===== src/rtl/core/mpme_pkg.sv =====
package mpme_pkg;

  localparam int unsigned NUM_BUFFERS_DEF = 16;
  localparam int unsigned NUM_TASKS_DEF   = 8;
  localparam int unsigned DATA_WIDTH_DEF  = 32;

  localparam int unsigned ID_W   = 3;
  localparam int unsigned SIZE_W = 8;

  typedef enum logic [1:0] {
    ST_OK     = 2'd0,
    ST_NO_BUF = 2'd1,
    ST_NO_MSG = 2'd2
  } status_t;

  typedef enum logic {
    REQ_SEND = 1'b0,
    REQ_RECV = 1'b1
  } req_t;

endpackage


===== src/rtl/core/mpme_link_ram.sv =====
module mpme_link_ram #(
  parameter int unsigned NUM_BUFFERS = mpme_pkg::NUM_BUFFERS_DEF
) (
  input  logic                             clk,
  input  logic                             rst_n,
  input  logic                             rd_en,
  input  logic [$clog2(NUM_BUFFERS)-1:0]   rd_addr,
  output logic [$clog2(NUM_BUFFERS+1)-1:0] rd_data,
  input  logic                             wr_en,
  input  logic [$clog2(NUM_BUFFERS)-1:0]   wr_addr,
  input  logic [$clog2(NUM_BUFFERS+1)-1:0] wr_data
);

  localparam int unsigned BUF_W  = $clog2(NUM_BUFFERS);
  localparam int unsigned LINK_W = $clog2(NUM_BUFFERS + 1);

  logic [LINK_W-1:0]      mem [NUM_BUFFERS];
  logic [NUM_BUFFERS-1:0] vld_r;
  logic                   rd_vld_r;
  logic [LINK_W-1:0]      rd_q_r;
  logic [BUF_W-1:0]       rd_addr_r;

  always_ff @(posedge clk) begin
    if (wr_en) begin
      mem[wr_addr] <= wr_data;
    end
    if (rd_en) begin
      rd_q_r    <= mem[rd_addr];
      rd_addr_r <= rd_addr;
    end
  end

  always_ff @(posedge clk) begin
    if (!rst_n) begin
      vld_r    <= '0;
      rd_vld_r <= 1'b0;
    end else begin
      if (wr_en) begin
        vld_r[wr_addr] <= 1'b1;
      end
      if (rd_en) begin
        rd_vld_r <= vld_r[rd_addr];
      end
    end
  end

  // unwritten entry: reset chain, buffer i links to i+1, last to null
  assign rd_data = rd_vld_r ? rd_q_r : (LINK_W'({1'b0, rd_addr_r}) + LINK_W'(1));

endmodule


===== src/rtl/core/message_pool_mailbox_engine_unit.sv =====
// Channel   Direction  Handshake             Payload
// in_       input      in_valid / in_stall   req_type, task_id, peer_id, msg_size, payload
// out_      output     out_valid / out_stall status, rx_size, rx_data
//
// One request at a time; in_stall is high from accept until the result is loaded.
// Send: S_SEND, then S_SEND_LINK when the queue held entries, to the result register.
// Receive: head read, then a one-read-per-cycle link walk over the mailbox entries.
// A held result stalls only the final load; the request itself is worked meanwhile.
// Synchronous reset; link memory starts chained through per-entry valid bits.
module message_pool_mailbox_engine_unit #(
  parameter int unsigned NUM_BUFFERS = mpme_pkg::NUM_BUFFERS_DEF,
  parameter int unsigned NUM_TASKS   = mpme_pkg::NUM_TASKS_DEF,
  parameter int unsigned DATA_WIDTH  = mpme_pkg::DATA_WIDTH_DEF
) (
  input  logic                        clk,
  input  logic                        rst_n,
  input  logic                        in_valid,
  output logic                        in_stall,
  input  logic                        in_req_type,
  input  logic [mpme_pkg::ID_W-1:0]   in_task_id,
  input  logic [mpme_pkg::ID_W-1:0]   in_peer_id,
  input  logic [mpme_pkg::SIZE_W-1:0] in_msg_size,
  input  logic [DATA_WIDTH-1:0]       in_payload,
  output logic                        out_valid,
  input  logic                        out_stall,
  output logic [1:0]                  out_status,
  output logic [mpme_pkg::SIZE_W-1:0] out_rx_size,
  output logic [DATA_WIDTH-1:0]       out_rx_data
);

  localparam int unsigned BUF_W  = $clog2(NUM_BUFFERS);
  localparam int unsigned LINK_W = $clog2(NUM_BUFFERS + 1);
  localparam int unsigned TASK_W = $clog2(NUM_TASKS);
  localparam int unsigned ID_W   = mpme_pkg::ID_W;
  localparam int unsigned SIZE_W = mpme_pkg::SIZE_W;
  localparam int unsigned MSG_W  = ID_W + SIZE_W + DATA_WIDTH;
  localparam logic [LINK_W-1:0] LINK_NULL = LINK_W'(NUM_BUFFERS);

  typedef enum logic [3:0] {
    S_IDLE,
    S_SEND,
    S_SEND_LINK,
    S_RCV_HEAD,
    S_WALK,
    S_UNLINK,
    S_FREE_CUR,
    S_FREE_TAIL,
    S_OUT
  } state_t;

  state_t                state_r, state_nxt;
  logic                  req_type_r, req_type_nxt;
  logic [ID_W-1:0]       task_r, task_nxt;
  logic [ID_W-1:0]       peer_r, peer_nxt;
  logic [SIZE_W-1:0]     size_r, size_nxt;
  logic [DATA_WIDTH-1:0] data_r, data_nxt;
  logic [LINK_W-1:0]     free_head_r, free_head_nxt;
  logic [LINK_W-1:0]     free_tail_r, free_tail_nxt;
  logic [LINK_W-1:0]     qhead_r, qhead_nxt;
  logic [LINK_W-1:0]     qtail_r, qtail_nxt;
  logic [LINK_W-1:0]     prev_r, prev_nxt;
  logic [LINK_W-1:0]     cur_r, cur_nxt;
  logic [LINK_W-1:0]     nlink_r, nlink_nxt;
  mpme_pkg::status_t     status_r, status_nxt;
  logic [SIZE_W-1:0]     rsize_r, rsize_nxt;
  logic [DATA_WIDTH-1:0] rdata_r, rdata_nxt;
  logic                  out_valid_r, out_valid_nxt;
  mpme_pkg::status_t     out_status_r, out_status_nxt;
  logic [SIZE_W-1:0]     out_rx_size_r, out_rx_size_nxt;
  logic [DATA_WIDTH-1:0] out_rx_data_r, out_rx_data_nxt;

  logic                  lnk_re, lnk_we;
  logic [BUF_W-1:0]      lnk_ra, lnk_wa;
  logic [LINK_W-1:0]     lnk_wd, lnk_rd;

  logic [MSG_W-1:0]      msg_mem [NUM_BUFFERS];
  logic                  msg_re, msg_we;
  logic [BUF_W-1:0]      msg_ra, msg_wa;
  logic [MSG_W-1:0]      msg_wd, msg_q_r;
  logic [ID_W-1:0]       msg_rd_sender;
  logic [SIZE_W-1:0]     msg_rd_size;
  logic [DATA_WIDTH-1:0] msg_rd_data;

  logic [2*LINK_W-1:0]   q_mem [NUM_TASKS];
  logic [NUM_TASKS-1:0]  q_vld_r;
  logic                  q_rd_vld_r;
  logic [2*LINK_W-1:0]   q_q_r;
  logic                  q_re, q_we;
  logic [TASK_W-1:0]     q_ra, q_wa;
  logic [2*LINK_W-1:0]   q_wd;
  logic [LINK_W-1:0]     q_rd_head, q_rd_tail;

  logic                  ids_ok;

  mpme_link_ram #(
    .NUM_BUFFERS(NUM_BUFFERS)
  ) u_link_ram (
    .clk    (clk),
    .rst_n  (rst_n),
    .rd_en  (lnk_re),
    .rd_addr(lnk_ra),
    .rd_data(lnk_rd),
    .wr_en  (lnk_we),
    .wr_addr(lnk_wa),
    .wr_data(lnk_wd)
  );

  always_ff @(posedge clk) begin
    if (msg_we) begin
      msg_mem[msg_wa] <= msg_wd;
    end
    if (msg_re) begin
      msg_q_r <= msg_mem[msg_ra];
    end
    if (q_we) begin
      q_mem[q_wa] <= q_wd;
    end
    if (q_re) begin
      q_q_r <= q_mem[q_ra];
    end
  end

  always_ff @(posedge clk) begin
    if (!rst_n) begin
      q_vld_r    <= '0;
      q_rd_vld_r <= 1'b0;
    end else begin
      if (q_we) begin
        q_vld_r[q_wa] <= 1'b1;
      end
      if (q_re) begin
        q_rd_vld_r <= q_vld_r[q_ra];
      end
    end
  end

  assign msg_rd_sender = msg_q_r[MSG_W-1 -: ID_W];
  assign msg_rd_size   = msg_q_r[DATA_WIDTH +: SIZE_W];
  assign msg_rd_data   = msg_q_r[DATA_WIDTH-1:0];
  assign q_rd_head     = q_rd_vld_r ? q_q_r[2*LINK_W-1 -: LINK_W] : LINK_NULL;
  assign q_rd_tail     = q_rd_vld_r ? q_q_r[LINK_W-1:0] : LINK_NULL;

  assign ids_ok = (32'(in_task_id) < NUM_TASKS) && (32'(in_peer_id) < NUM_TASKS);

  always_comb begin
    state_nxt       = state_r;
    req_type_nxt    = req_type_r;
    task_nxt        = task_r;
    peer_nxt        = peer_r;
    size_nxt        = size_r;
    data_nxt        = data_r;
    free_head_nxt   = free_head_r;
    free_tail_nxt   = free_tail_r;
    qhead_nxt       = qhead_r;
    qtail_nxt       = qtail_r;
    prev_nxt        = prev_r;
    cur_nxt         = cur_r;
    nlink_nxt       = nlink_r;
    status_nxt      = status_r;
    rsize_nxt       = rsize_r;
    rdata_nxt       = rdata_r;
    out_valid_nxt   = out_valid_r && out_stall;
    out_status_nxt  = out_status_r;
    out_rx_size_nxt = out_rx_size_r;
    out_rx_data_nxt = out_rx_data_r;
    lnk_re          = 1'b0;
    lnk_ra          = free_head_r[BUF_W-1:0];
    lnk_we          = 1'b0;
    lnk_wa          = cur_r[BUF_W-1:0];
    lnk_wd          = LINK_NULL;
    msg_re          = 1'b0;
    msg_ra          = cur_r[BUF_W-1:0];
    msg_we          = 1'b0;
    msg_wa          = free_head_r[BUF_W-1:0];
    msg_wd          = {task_r, size_r, data_r};
    q_re            = 1'b0;
    q_ra            = TASK_W'(in_peer_id);
    q_we            = 1'b0;
    q_wa            = TASK_W'(peer_r);
    q_wd            = {qhead_r, qtail_r};

    case (state_r)
      S_IDLE: begin
        if (in_valid) begin
          req_type_nxt = in_req_type;
          task_nxt     = in_task_id;
          peer_nxt     = in_peer_id;
          size_nxt     = in_msg_size;
          data_nxt     = in_payload;
          rsize_nxt    = '0;
          rdata_nxt    = '0;
          if (!ids_ok) begin
            status_nxt = mpme_pkg::ST_NO_MSG;
            state_nxt  = S_OUT;
          end else if (in_req_type == mpme_pkg::REQ_SEND) begin
            q_re      = 1'b1;
            lnk_re    = 1'b1;
            state_nxt = S_SEND;
          end else begin
            q_re      = 1'b1;
            q_ra      = TASK_W'(in_task_id);
            state_nxt = S_RCV_HEAD;
          end
        end
      end
      S_SEND: begin
        if (free_head_r == LINK_NULL) begin
          status_nxt = mpme_pkg::ST_NO_BUF;
          state_nxt  = S_OUT;
        end else begin
          free_head_nxt = lnk_rd;
          if (lnk_rd == LINK_NULL) begin
            free_tail_nxt = LINK_NULL;
          end
          msg_we     = 1'b1;
          lnk_we     = 1'b1;
          lnk_wa     = free_head_r[BUF_W-1:0];
          lnk_wd     = LINK_NULL;
          q_we       = 1'b1;
          q_wd       = {(q_rd_head == LINK_NULL) ? free_head_r : q_rd_head, free_head_r};
          qtail_nxt  = q_rd_tail;
          cur_nxt    = free_head_r;
          status_nxt = mpme_pkg::ST_OK;
          if (q_rd_head != LINK_NULL && q_rd_tail != LINK_NULL) begin
            state_nxt = S_SEND_LINK;
          end else begin
            state_nxt = S_OUT;
          end
        end
      end
      S_SEND_LINK: begin
        lnk_we    = 1'b1;
        lnk_wa    = qtail_r[BUF_W-1:0];
        lnk_wd    = cur_r;
        state_nxt = S_OUT;
      end
      S_RCV_HEAD: begin
        qhead_nxt = q_rd_head;
        qtail_nxt = q_rd_tail;
        prev_nxt  = LINK_NULL;
        cur_nxt   = q_rd_head;
        if (q_rd_head == LINK_NULL) begin
          status_nxt = mpme_pkg::ST_NO_MSG;
          state_nxt  = S_OUT;
        end else begin
          lnk_re    = 1'b1;
          lnk_ra    = q_rd_head[BUF_W-1:0];
          msg_re    = 1'b1;
          msg_ra    = q_rd_head[BUF_W-1:0];
          state_nxt = S_WALK;
        end
      end
      S_WALK: begin
        if (msg_rd_sender == peer_r) begin
          nlink_nxt = lnk_rd;
          rsize_nxt = msg_rd_size;
          rdata_nxt = msg_rd_data;
          state_nxt = S_UNLINK;
        end else begin
          prev_nxt = cur_r;
          cur_nxt  = lnk_rd;
          if (lnk_rd == LINK_NULL) begin
            status_nxt = mpme_pkg::ST_NO_MSG;
            state_nxt  = S_OUT;
          end else begin
            lnk_re = 1'b1;
            lnk_ra = lnk_rd[BUF_W-1:0];
            msg_re = 1'b1;
            msg_ra = lnk_rd[BUF_W-1:0];
          end
        end
      end
      S_UNLINK: begin
        if (prev_r != LINK_NULL) begin
          lnk_we = 1'b1;
          lnk_wa = prev_r[BUF_W-1:0];
          lnk_wd = nlink_r;
        end
        q_we       = 1'b1;
        q_wa       = TASK_W'(task_r);
        q_wd       = {(prev_r == LINK_NULL) ? nlink_r : qhead_r,
                      (qtail_r == cur_r) ? prev_r : qtail_r};
        status_nxt = mpme_pkg::ST_OK;
        state_nxt  = S_FREE_CUR;
      end
      S_FREE_CUR: begin
        lnk_we = 1'b1;
        lnk_wd = LINK_NULL;
        if (free_head_r == LINK_NULL) begin
          free_head_nxt = cur_r;
          free_tail_nxt = cur_r;
          state_nxt     = S_OUT;
        end else if (free_tail_r != LINK_NULL) begin
          state_nxt = S_FREE_TAIL;
        end else begin
          free_tail_nxt = cur_r;
          state_nxt     = S_OUT;
        end
      end
      S_FREE_TAIL: begin
        lnk_we        = 1'b1;
        lnk_wa        = free_tail_r[BUF_W-1:0];
        lnk_wd        = cur_r;
        free_tail_nxt = cur_r;
        state_nxt     = S_OUT;
      end
      S_OUT: begin
        if (!out_valid_r || !out_stall) begin
          out_valid_nxt   = 1'b1;
          out_status_nxt  = status_r;
          out_rx_size_nxt = rsize_r;
          out_rx_data_nxt = rdata_r;
          state_nxt       = S_IDLE;
        end
      end
      default: begin
        state_nxt = S_IDLE;
      end
    endcase
  end

  always_ff @(posedge clk) begin
    if (!rst_n) begin
      state_r     <= S_IDLE;
      free_head_r <= '0;
      free_tail_r <= LINK_W'(NUM_BUFFERS - 1);
      out_valid_r <= 1'b0;
    end else begin
      state_r       <= state_nxt;
      req_type_r    <= req_type_nxt;
      task_r        <= task_nxt;
      peer_r        <= peer_nxt;
      size_r        <= size_nxt;
      data_r        <= data_nxt;
      free_head_r   <= free_head_nxt;
      free_tail_r   <= free_tail_nxt;
      qhead_r       <= qhead_nxt;
      qtail_r       <= qtail_nxt;
      prev_r        <= prev_nxt;
      cur_r         <= cur_nxt;
      nlink_r       <= nlink_nxt;
      status_r      <= status_nxt;
      rsize_r       <= rsize_nxt;
      rdata_r       <= rdata_nxt;
      out_valid_r   <= out_valid_nxt;
      out_status_r  <= out_status_nxt;
      out_rx_size_r <= out_rx_size_nxt;
      out_rx_data_r <= out_rx_data_nxt;
    end
  end

  assign in_stall    = (state_r != S_IDLE);
  assign out_valid   = out_valid_r;
  assign out_status  = out_status_r;
  assign out_rx_size = out_rx_size_r;
  assign out_rx_data = out_rx_data_r;

`ifndef SYNTHESIS
  a_free_ends: assert property (@(posedge clk) disable iff (!rst_n)
    (state_r == S_IDLE) |-> ((free_head_r == LINK_NULL) == (free_tail_r == LINK_NULL)))
    else $error("free list head and tail disagree on empty");

  a_link_port: assert property (@(posedge clk) disable iff (!rst_n)
    !(lnk_we && lnk_re))
    else $error("link memory read and write in one cycle");

  a_fail_zero: assert property (@(posedge clk) disable iff (!rst_n)
    (out_valid_r && out_status_r != mpme_pkg::ST_OK) |->
    (out_rx_size_r == '0 && out_rx_data_r == '0))
    else $error("failed request carries message data");

  a_bad_id: assert property (@(posedge clk) disable iff (!rst_n)
    (state_r == S_IDLE && in_valid && !ids_ok) |=>
    (state_r == S_OUT && status_r == mpme_pkg::ST_NO_MSG))
    else $error("out of range task not rejected");

  a_send_req: assert property (@(posedge clk) disable iff (!rst_n)
    (state_r == S_SEND) |-> (req_type_r == mpme_pkg::REQ_SEND))
    else $error("send path entered for a receive request");
`endif

endmodule

===== config.mk =====
export PLATFORM = sky130hd
export DESIGN_NAME = message_pool_mailbox_engine_unit
export DESIGN_NICKNAME = d
export VERILOG_FILES = /design/src/rtl/core/mpme_pkg.sv /design/src/rtl/core/mpme_link_ram.sv /design/src/rtl/core/message_pool_mailbox_engine_unit.sv
export SDC_FILE = /design/constraint.sdc
export NUM_CORES = 1
export LEC_CHECK = 0
export ABC_CLOCK_PERIOD_IN_PS = 8189
export BUFFER_PORTS_ARGS = -buffer_cell sky130_fd_sc_hd__buf_2
export CAP_MARGIN = 20
export CORE_UTILIZATION = 40
export CTS_CLUSTER_SIZE = 10
export DETAILED_ROUTE_END_ITERATION = 6
export PLACE_DENSITY = 0.53
export SLEW_MARGIN = 20
export SYNTH_ARGS = -nofsm -noshare
export SYNTH_HDL_FRONTEND = slang
export SYNTH_SLANG_ARGS = --single-unit

===== constraint.sdc =====
create_clock -name clk -period 8.19 [get_ports clk]
set_clock_uncertainty 0.2 [all_clocks]
set_input_delay 1.638 -clock clk [delete_from_list [all_inputs] [get_ports clk]]
set_output_delay 1.638 -clock clk [all_outputs]
set_load 0.05 [all_outputs]

---- Word level (Yosys, flattened, before mapping) ----
Memories as Yosys holds them, arrays and structs flattened. A register that Yosys moved wholly into a read port is not among the register bits.
Cells that the tools add are included.
Widths: inputs -> output; s select.
storage, ports and cells
  input bits .............................. 51
  memory bits (writable) .................. 848
  output and inout bits ................... 44
  memories ................................ 3
  register bits ........................... 200
  word-level logic and storage cells ...... 185
memory list
  memory          words  width  rd ports  clocked after memory_dff  write ports  line                                    source
  msg_mem         16     43     1         1                         1            message_pool_mailbox_engine_unit.sv:76  logic [MSG_W-1:0] msg_mem [NUM_BUFFERS];
  q_mem           8      10     1         1                         1            message_pool_mailbox_engine_unit.sv:84  logic [2*LINK_W-1:0] q_mem [NUM_TASKS];
  u_link_ram.mem  16     5      1         1                         1            mpme_link_ram.sv:17                     logic [LINK_W-1:0] mem [NUM_BUFFERS];
cells by class
  reductions and logical operators ........ 30
  multiplexer cells ....................... 91
  equal/unequal tests ..................... 28
  bitwise logic cells ..................... 2
  add/sub/neg operators ................... 1
  $lt $le $gt $ge ......................... 6
operators with widths
  operator            number
  $mux 5              16
  $mux 4              17
  $mux 32             2
  $pmux 32 s2         1
  $pmux 5 s2          4
  $pmux 4 s8          1
  $pmux 5 s3          2
  $mux 1              23
  $reduce_and 3->1    7
  $eq 5x5->1 const B  4
  $ne 5x5->1 const B  4
  $pmux 10 s2         1
  $eq 4x3->1 const B  4
  $mux 8              2
  $ne 2x2->1 const B  8
  $or 16x16->16       1
  $pmux 4 s2          2
  $pmux 4 s4          1
  $pmux 8 s2          1
  $mux 3              4
  $lt 4x5->1 const B  2
  $mux 10             1
  $eq 4x2->1 const B  2
  $lt 3x4->1 const B  2
  29 further kinds    46

---- Longest topological paths before layout ----
Gate-level depths: netlist (run 1).
  word-level depth ........................ 8
  mapped depth ............................ 14
  depth with buffers taken out ............ 11

---- By module ----
From an unflattened synthesis (run 1), not the netlist that was laid out.
unflattened totals
  cell total of the unflattened synthesis .. 2274
  area total of the unflattened synthesis .. 41989.0 um^2
modules (own cells, without submodules)
  module                            seq. area each (um^2)  cells each  times used  area an instance (um^2)
  message_pool_mailbox_engine_unit  29788.6                2064        1           37826.3
  mpme_link_ram                     3012.9                 210         1           4162.7

---- Worst setup path before layout (run 1) ----
Ideal clock, no wire load.
  kind .................................... reg2reg
  start ................................... register state_r[2]
  end ..................................... memory msg_mem[1][0] (netlist bit) (enable)
  slack ................................... 3.109 ns
  library setup time ...................... 0.496 ns
  period minus slack after synthesis ...... 5.081 ns
  stages on the path, launching flop included .. 6
  buffers on the path ..................... 2
  required time ........................... 7.494 ns
  arrival ................................. 4.385 ns
  cell sequence ........................... dfxtp_1 -> buf_2 -> clkbuf_1 -> nor3_1 -> nand3b_1 -> nor3_1
on the way
  word-level cells in the longest chain between the ends .. 4
RTL lines
  item                          line                                     source
  start: declaration            message_pool_mailbox_engine_unit.sv:51   state_t state_r, state_nxt;
  start signal: assignment      message_pool_mailbox_engine_unit.sv:329  state_r <= state_nxt;
  $eq 4x1->1                    message_pool_mailbox_engine_unit.sv:182  case (state_r)
  $mux 1                        message_pool_mailbox_engine_unit.sv:182
  $mux 1                        message_pool_mailbox_engine_unit.sv:109  if (msg_we) begin
  $mux 1 (not written as such)  message_pool_mailbox_engine_unit.sv:110  msg_mem[msg_wa] <= msg_wd;
  end: declaration              message_pool_mailbox_engine_unit.sv:76
No other way between the ends.

---- Final worst setup path (run 1) ----
  start ................................... register state_r[2]
  end ..................................... register msg_q_r[25], read port of msg_mem, data pin
on the way
  word-level cells in the longest chain between the ends .. 2
  elaborated cells on any way between the ends .. 4
  classes of those cells .................. eq/ne: 2; mux: 2
RTL lines
  item                                      line                                     source
  $eq 4x3->1 or $eq 4x2->1 (tied branches)  message_pool_mailbox_engine_unit.sv:182
  $pmux 4 s2 or $pmux 1 s2 (tied branches)  message_pool_mailbox_engine_unit.sv:182
  end: declaration                          message_pool_mailbox_engine_unit.sv:79   logic [MSG_W-1:0] msg_wd, msg_q_r;
Several ways; a longest one is shown, not always the timed one.
A chain may end at the register's enable or synchronous reset.

==> flow_metrics.tcl, run 1 <==
set metrics [dict create \
    status "finished with violations" \
    violations "DRC" \
    detailroute.via_count 25000 \
    postSynth.asyncResetShare_pct 0 \
    power.ir.vdd_worst_uv 127 \
    grtUsageTotal_pct 20.5 \
    die_h_um 329 \
    share_of_final_layout_standard_cells_stronger_than_drive_strength_1_pct 12.5 \
    comb_power_share_pct 14.6 \
    grt_start_max_net_pins 132 \
    finalWeightedCongestion 0.860 \
    remaining_drc_errors 3 \
    cts_max_path_buffers 3 \
    regToRegSetupSlack_ps 2890 \
    place.detailed.hpwl_mm 57.9 \
    antenna_left 0 \
    postSynthAreaPerCell_um2 14.4 \
    final_design_area_no_fill_mm2 0.0486 \
    clock_tree.root_cell "clkbuf_16" \
    yosys_most_used_dff "edfxtp_1" \
    postCtsHoldBufs 0 \
    tns_ps 0 \
    dieArea_mm2 0.108 \
    arrival_ps 5540 \
    diodes 0 \
    timing_max_transition_violations_final 0 \
    startpoint_type "flip-flop" \
    placement.cell_area_mm2 0.0448 \
    i_o_pin_total 95 \
    yosysTopAreaCell "edfxtp_1" \
    cts.sink_count 1106 \
    yosys-top-cells-area "edfxtp_1 (75%), nand2_1 (5.7%), a21oi_1 (2.2%)" \
    cts_clock_pin_slew_for_the_worst_setup_and_hold_paths_ps 60 \
    synth.ff_latch_count 1106 \
    whs_ps 195 \
    switching_part_of_the_total_pct 27.5 \
    total_power_w 0.0143 \
    synth.distinct_cells 75 \
    power_report.internal_total_w 0.0103 \
    die_width_um 329 \
    start_util_pct 40.4 \
    routed_wl_mm 110 \
    route.detailed.wl_per_inst_um 24.3 \
    htreeDepth 4 \
    cts_repair_resizes 0 \
    layout_commonest_cell "edfxtp_1" \
    postCtsSetupBuffers 0 \
    yosysWarnings 0 \
    period_minus_ws_final_ps 5300 \
    final_cell_mix "edfxtp_1 (1065), nand2_1 (651), a21oi_1 (184), nand3_1 (162), clkbuf_16 (137)" \
    clkPwrFrac_pct 36.2 \
    hold_violations 0 \
    worst-setup-path-type "flip-flop to flip-flop" \
    synthesis.area_mm2 0.0427 \
    tritoncts.num_buffers 132 \
    cts_tree "yes" \
    maxCapViolCount 0 \
    via_per_inst 5.52 \
    power_leakage_nw 16.3 \
    syn-num-nets 3019 \
    hold_path.class "flip-flop to flip-flop" \
    net-switching-power_w 0.00393 \
    fin_nets 3141 \
    grt_pass1_wl_mm 163 \
    drc_marker_count_from_the_first_detailed_route_iteration 2300 \
    clock.fmax_mhz 189 \
    post_synth_inst_count 2967 \
    finalCritPeriodShare_pct 64.7 \
    synth.top_cell.area_share_pct 74.9 \
    synth_enable_flop_cells 1065 \
    crit_path_end_kind "flip-flop" \
    antenna_found_initial 1 \
    yosysSeqAreaShare_pct 76.9 \
    drtPass1Iterations 7 \
    timing.slew.headroom_pct 30.2 \
    buffer_ports.inserted 94 \
    sequentialPowerShare_pct 49.2 \
    crit_required_ps 8430 \
    fillCellCount 9132 \
    globalRoute.totalOverflow 0 \
    syn_to_final_growth_pct 13.8 \
    finalSetupViolations 0 \
    tightestPinTransition_ps 1040 \
    rsz0062_at_grt "false" \
    design.core.area_mm2 0.106 \
    worstSkewPairLatency_ps 730 \
    rows 119 \
    vias_in_the_first_global_route 25100 \
    critPathMaxFanout 31 \
    powerDensity_mw_per_mm2 294 \
]
[power by group through the flow]
stage / combinational, W / sequential [W] / clock, W
after floorplan: 0.00133 / 0.00706 / 0
after global placement: 0.00206 / 0.00712 / 0
after detailed placement: 0.00208 / 0.00713 / 0
after CTS: 0.00209 / 0.00702 / 0.00529
after global routing: 0.00226 / 0.00706 / 0.00549
final: 0.00208 / 0.00702 / 0.00516
[critical path: stages, from the launching register on]
cell and delay, ps:
dfxtp_1 910, or4b_1 650, or4_1 750, nand2_1 170, a221o_2 430, buf_4 320, nand3b_2 460, buf_4 620
a21oi_1 80, nor4_1 280, o21ai_1 110
[per-layer routing]
layer	part of all wire (%)	global-route usage (%)	up-vias
li1	-	-	11300
met1	44	27.9	12700
met2	48	33.6	804
met3	5.8	3.64	193
met4	2.5	6.40	0
met5	0	0	-
[cell families (layout without fill, tap and decap cells)]
| logic type | Yosys count | count (layout) | share of synthesized area [%] |
|---|---|---|---|
| simple gates | 1110 | 1110 | 11.4 |
| flops | 1106 | 1106 | 76.9 |
| compound gates | 448 | 448 | 6.45 |
| buf+inv | 187 | 357 | 1.91 |
| mux | 106 | 106 | 3.13 |
| xor+xnor | 9 | 9 | 0.185 |
| fa+ha+maj | 1 | 1 | 0.0293 |
[cell usage after synthesis, drive strengths merged, types with 17 or more instances]
master	n
nor2	114
mux2i	73
nand3	164
edfxtp	1065
dfxtp	41
buf	44
and2	59
nand2	651
a21oi	194
inv	22
mux4	20
a221oi	45
nor3	17
clkbuf	121
o21ai	116
nor4	51
[sequential cells by signal (all words and copies together), names as in the netlist, 8 cells and up]
signal	count
q_vld_r	8
q_q_r	10
rsize_r	8
rdata_r	32
u_link_ram.vld_r	16
msg_q_r	43
u_link_ram.mem	80
data_r	32
msg_mem	688
out_rx_size	8
out_rx_data	32
q_mem	80
size_r	8
[metrics by stage]
stage	cells	util (%)	worst slack, ps
after global placement	4345	42.5	3010
after floorplan	2967	-	3110
final	4528	46.0	2890
after global routing	4528	46.0	2660
after CTS	4527	46.0	2980
after detailed placement	4345	42.5	3030
[final timing paths]
check	startpoint	end	cells past startpoint
max	state_r[2]	msg_q_r[25]	10
min	rsize_r[6]	out_rx_size[6]	0
max reg2reg	state_r[2]	msg_q_r[25]	10
min reg2reg	rsize_r[6]	out_rx_size[6]	0
[layout make-up]
class / count / area (µm²) / area share, %
Sequential cell: 1106 / 32800 / 67.5
Tap cell: 1391 / 1740 / 3.58
Timing Repair Buffer: 153 / 958 / 1.97
Clock buffer: 163 / 3530 / 7.26
Multi-Input combinational cell: 1674 / 9290 / 19.1
Inverter: 22 / 82.6 / 0.170
Clock inverter: 19 / 181 / 0.373
(Power assumes the default switching activity.)
==> run 2, diff against run 1 <==
Settings changed: ABC_CLOCK_PERIOD_IN_PS 8189 to 4500, PLACE_DENSITY 0.53 to 0.55.
Clock period 8.19 ns to 4.5 ns, I/O delays scaled along.
==> flow_metrics.tcl, run 2 (synthesis gave the netlist of run 1 again) <==
set metrics [dict create \
    grtUsageTotal_pct 20.6 \
    remaining_drc_errors 7 \
    power_leakage_nw 16.6 \
    drtPass1Iterations 7 \
    grt_pass1_wl_mm 164 \
    globalRoute.totalOverflow 0 \
    htreeDepth 4 \
    postCtsHoldBufs 0 \
    powerDensity_mw_per_mm2 531 \
    hold_violations 0 \
    routed_wl_mm 110 \
    clock_tree.root_cell "clkbuf_16" \
    place.detailed.hpwl_mm 61.9 \
    fin_nets 3186 \
    design.core.area_mm2 0.106 \
    detailroute.via_count 25300 \
    violations "DRC" \
    hold_path.class "input port to flip-flop" \
    finalWeightedCongestion 0.975 \
    via_per_inst 5.53 \
    power.ir.vdd_worst_uv 306 \
    cts.sink_count 1106 \
    reg.largest.list "msg_mem (688), q_mem (80), u_link_ram.mem (80)" \
    worst-setup-path-type "flip-flop to flip-flop" \
    rows 119 \
    postCtsSetupBuffers 0 \
    route.detailed.wl_per_inst_um 24.1 \
    start_util_pct 40.4 \
    share_of_final_layout_standard_cells_stronger_than_drive_strength_1_pct 13.7 \
    maxCapViolCount 0 \
    tritoncts.num_buffers 131 \
    drc_marker_count_from_the_first_detailed_route_iteration 2487 \
    grt_start_max_net_pins 68 \
    vias_in_the_first_global_route 25300 \
    cts_max_path_buffers 3 \
    diodes 0 \
    whs_ps 136 \
    rsz0062_at_grt "false" \
    i_o_pin_total 95 \
    final_design_area_no_fill_mm2 0.0493 \
    pre_cts_slack_ps 419 \
    cts_tree "yes" \
    die_h_um 329 \
    flip_flop_count_of_the_largest_register_after_layout 688 \
    tightestPinTransition_ps 1150 \
    clock.fmax_mhz 243 \
    critPathMaxFanout 25 \
    multi_input_area_mm2 0.00929 \
    cts_clock_pin_slew_for_the_worst_setup_and_hold_paths_ps 60 \
    worstSkewPairLatency_ps 730 \
    syn_to_final_growth_pct 15.4 \
    crit_required_ps 4760 \
    dieArea_mm2 0.108 \
    arrival_ps 4380 \
    antenna_left 0 \
    tns_ps 0 \
    finalCoreUtilization_pct 46.7 \
    startpoint_type "flip-flop" \
    timing_max_transition_violations_final 0 \
    antenna_found_initial 3 \
    buffer_ports.inserted 94 \
    cts_repair_resizes 0 \
    crit_path_end_kind "flip-flop" \
    finalSetupViolations 0 \
    largest-register "msg_mem" \
    die_width_um 329 \
    period_minus_ws_final_ps 4120 \
    final_cell_mix "edfxtp_1 (1065), nand2_1 (651), a21oi_1 (184), nand3_1 (162), clkbuf_16 (132)" \
    placement.cell_area_mm2 0.0456 \
    fillCellCount 9017 \
    finalCritPeriodShare_pct 91.6 \
    layout_commonest_cell "edfxtp_1" \
    timing.slew.headroom_pct 23.1 \
    status "finished with violations" \
    final.setup.worst_slack_ps 379 \
    ff_latch_area_mm2 0.0328 \
]
[run 2: cell count changes in the layout (fill, tap and decap cells not counted), moves of 3 or more]
cell and delta:
buf_4 +18, clkbuf_16 -5, buf_12 +29, nor3_2 -5
clkbuf_1 +3, nor3_4 +3
[run 2: worst paths after layout]
path / start / endpoint / slack, ps / cells past startpoint
hold reg to reg: rdata_r[17] / out_rx_data[17] / 210 / 0
setup / recovery: u_link_ram.rd_addr_r[0] / msg_q_r[4] / 380 / 11
hold / removal: in_payload[11] / data_r[11] / 140 / 1
setup reg to reg: u_link_ram.rd_addr_r[0] / msg_q_r[4] / 380 / 11
[run 2: through the flow]
step / total power [W] / instances
final: 0.0261 / 4576
after detailed placement: 0.0170 / 4392
after floorplan: 0.0153 / 2967
after global placement: 0.0169 / 4392
after CTS: 0.0264 / 4576
after global routing: 0.0271 / 4576
[run 2: layout make-up]
type | instances | share of cell area, %
Clock buffer | 162 | 6.95
Inverter | 22 | 0.168
Timing Repair Buffer | 199 | 3.34
Tap cell | 1391 | 3.53
Multi-Input combinational cell | 1674 | 18.9
Clock inverter | 22 | 0.544
Sequential cell | 1106 | 66.6
[run 2: routing by layer]
| layer | vias to the layer above | routed length, µm | global-route usage [%] |
|---|---|---|---|
| met5 | - | 0 | 0 |
| met4 | 0 | 2340 | 6.08 |
| met3 | 171 | 6930 | 3.32 |
| met2 | 915 | 53400 | 33.6 |
| met1 | 12900 | 47800 | 28.4 |
| li1 | 11400 | - | - |
[run 2: critical path, cell delays in order (launching register included)]
cell      delay (ps)
edfxtp_1         430
ha_1             330
or3b_2           440
a22oi_1          270
nand4_1          340
nand2_1          410
a31oi_4          300
nand3_2          220
buf_12           230
a21oi_1           70
nor4_1           450
o21ai_1          140
[run 2: power breakdown]
part | switching, W | internal (W) | leakage (nW)
clock network | 0.00399 | 0.00536 | 1.79
logic | 0.00286 | 0.00120 | 4.81
registers | 0.000440 | 0.0123 | 10.0
total | 0.00728 | 0.0188 | 16.6
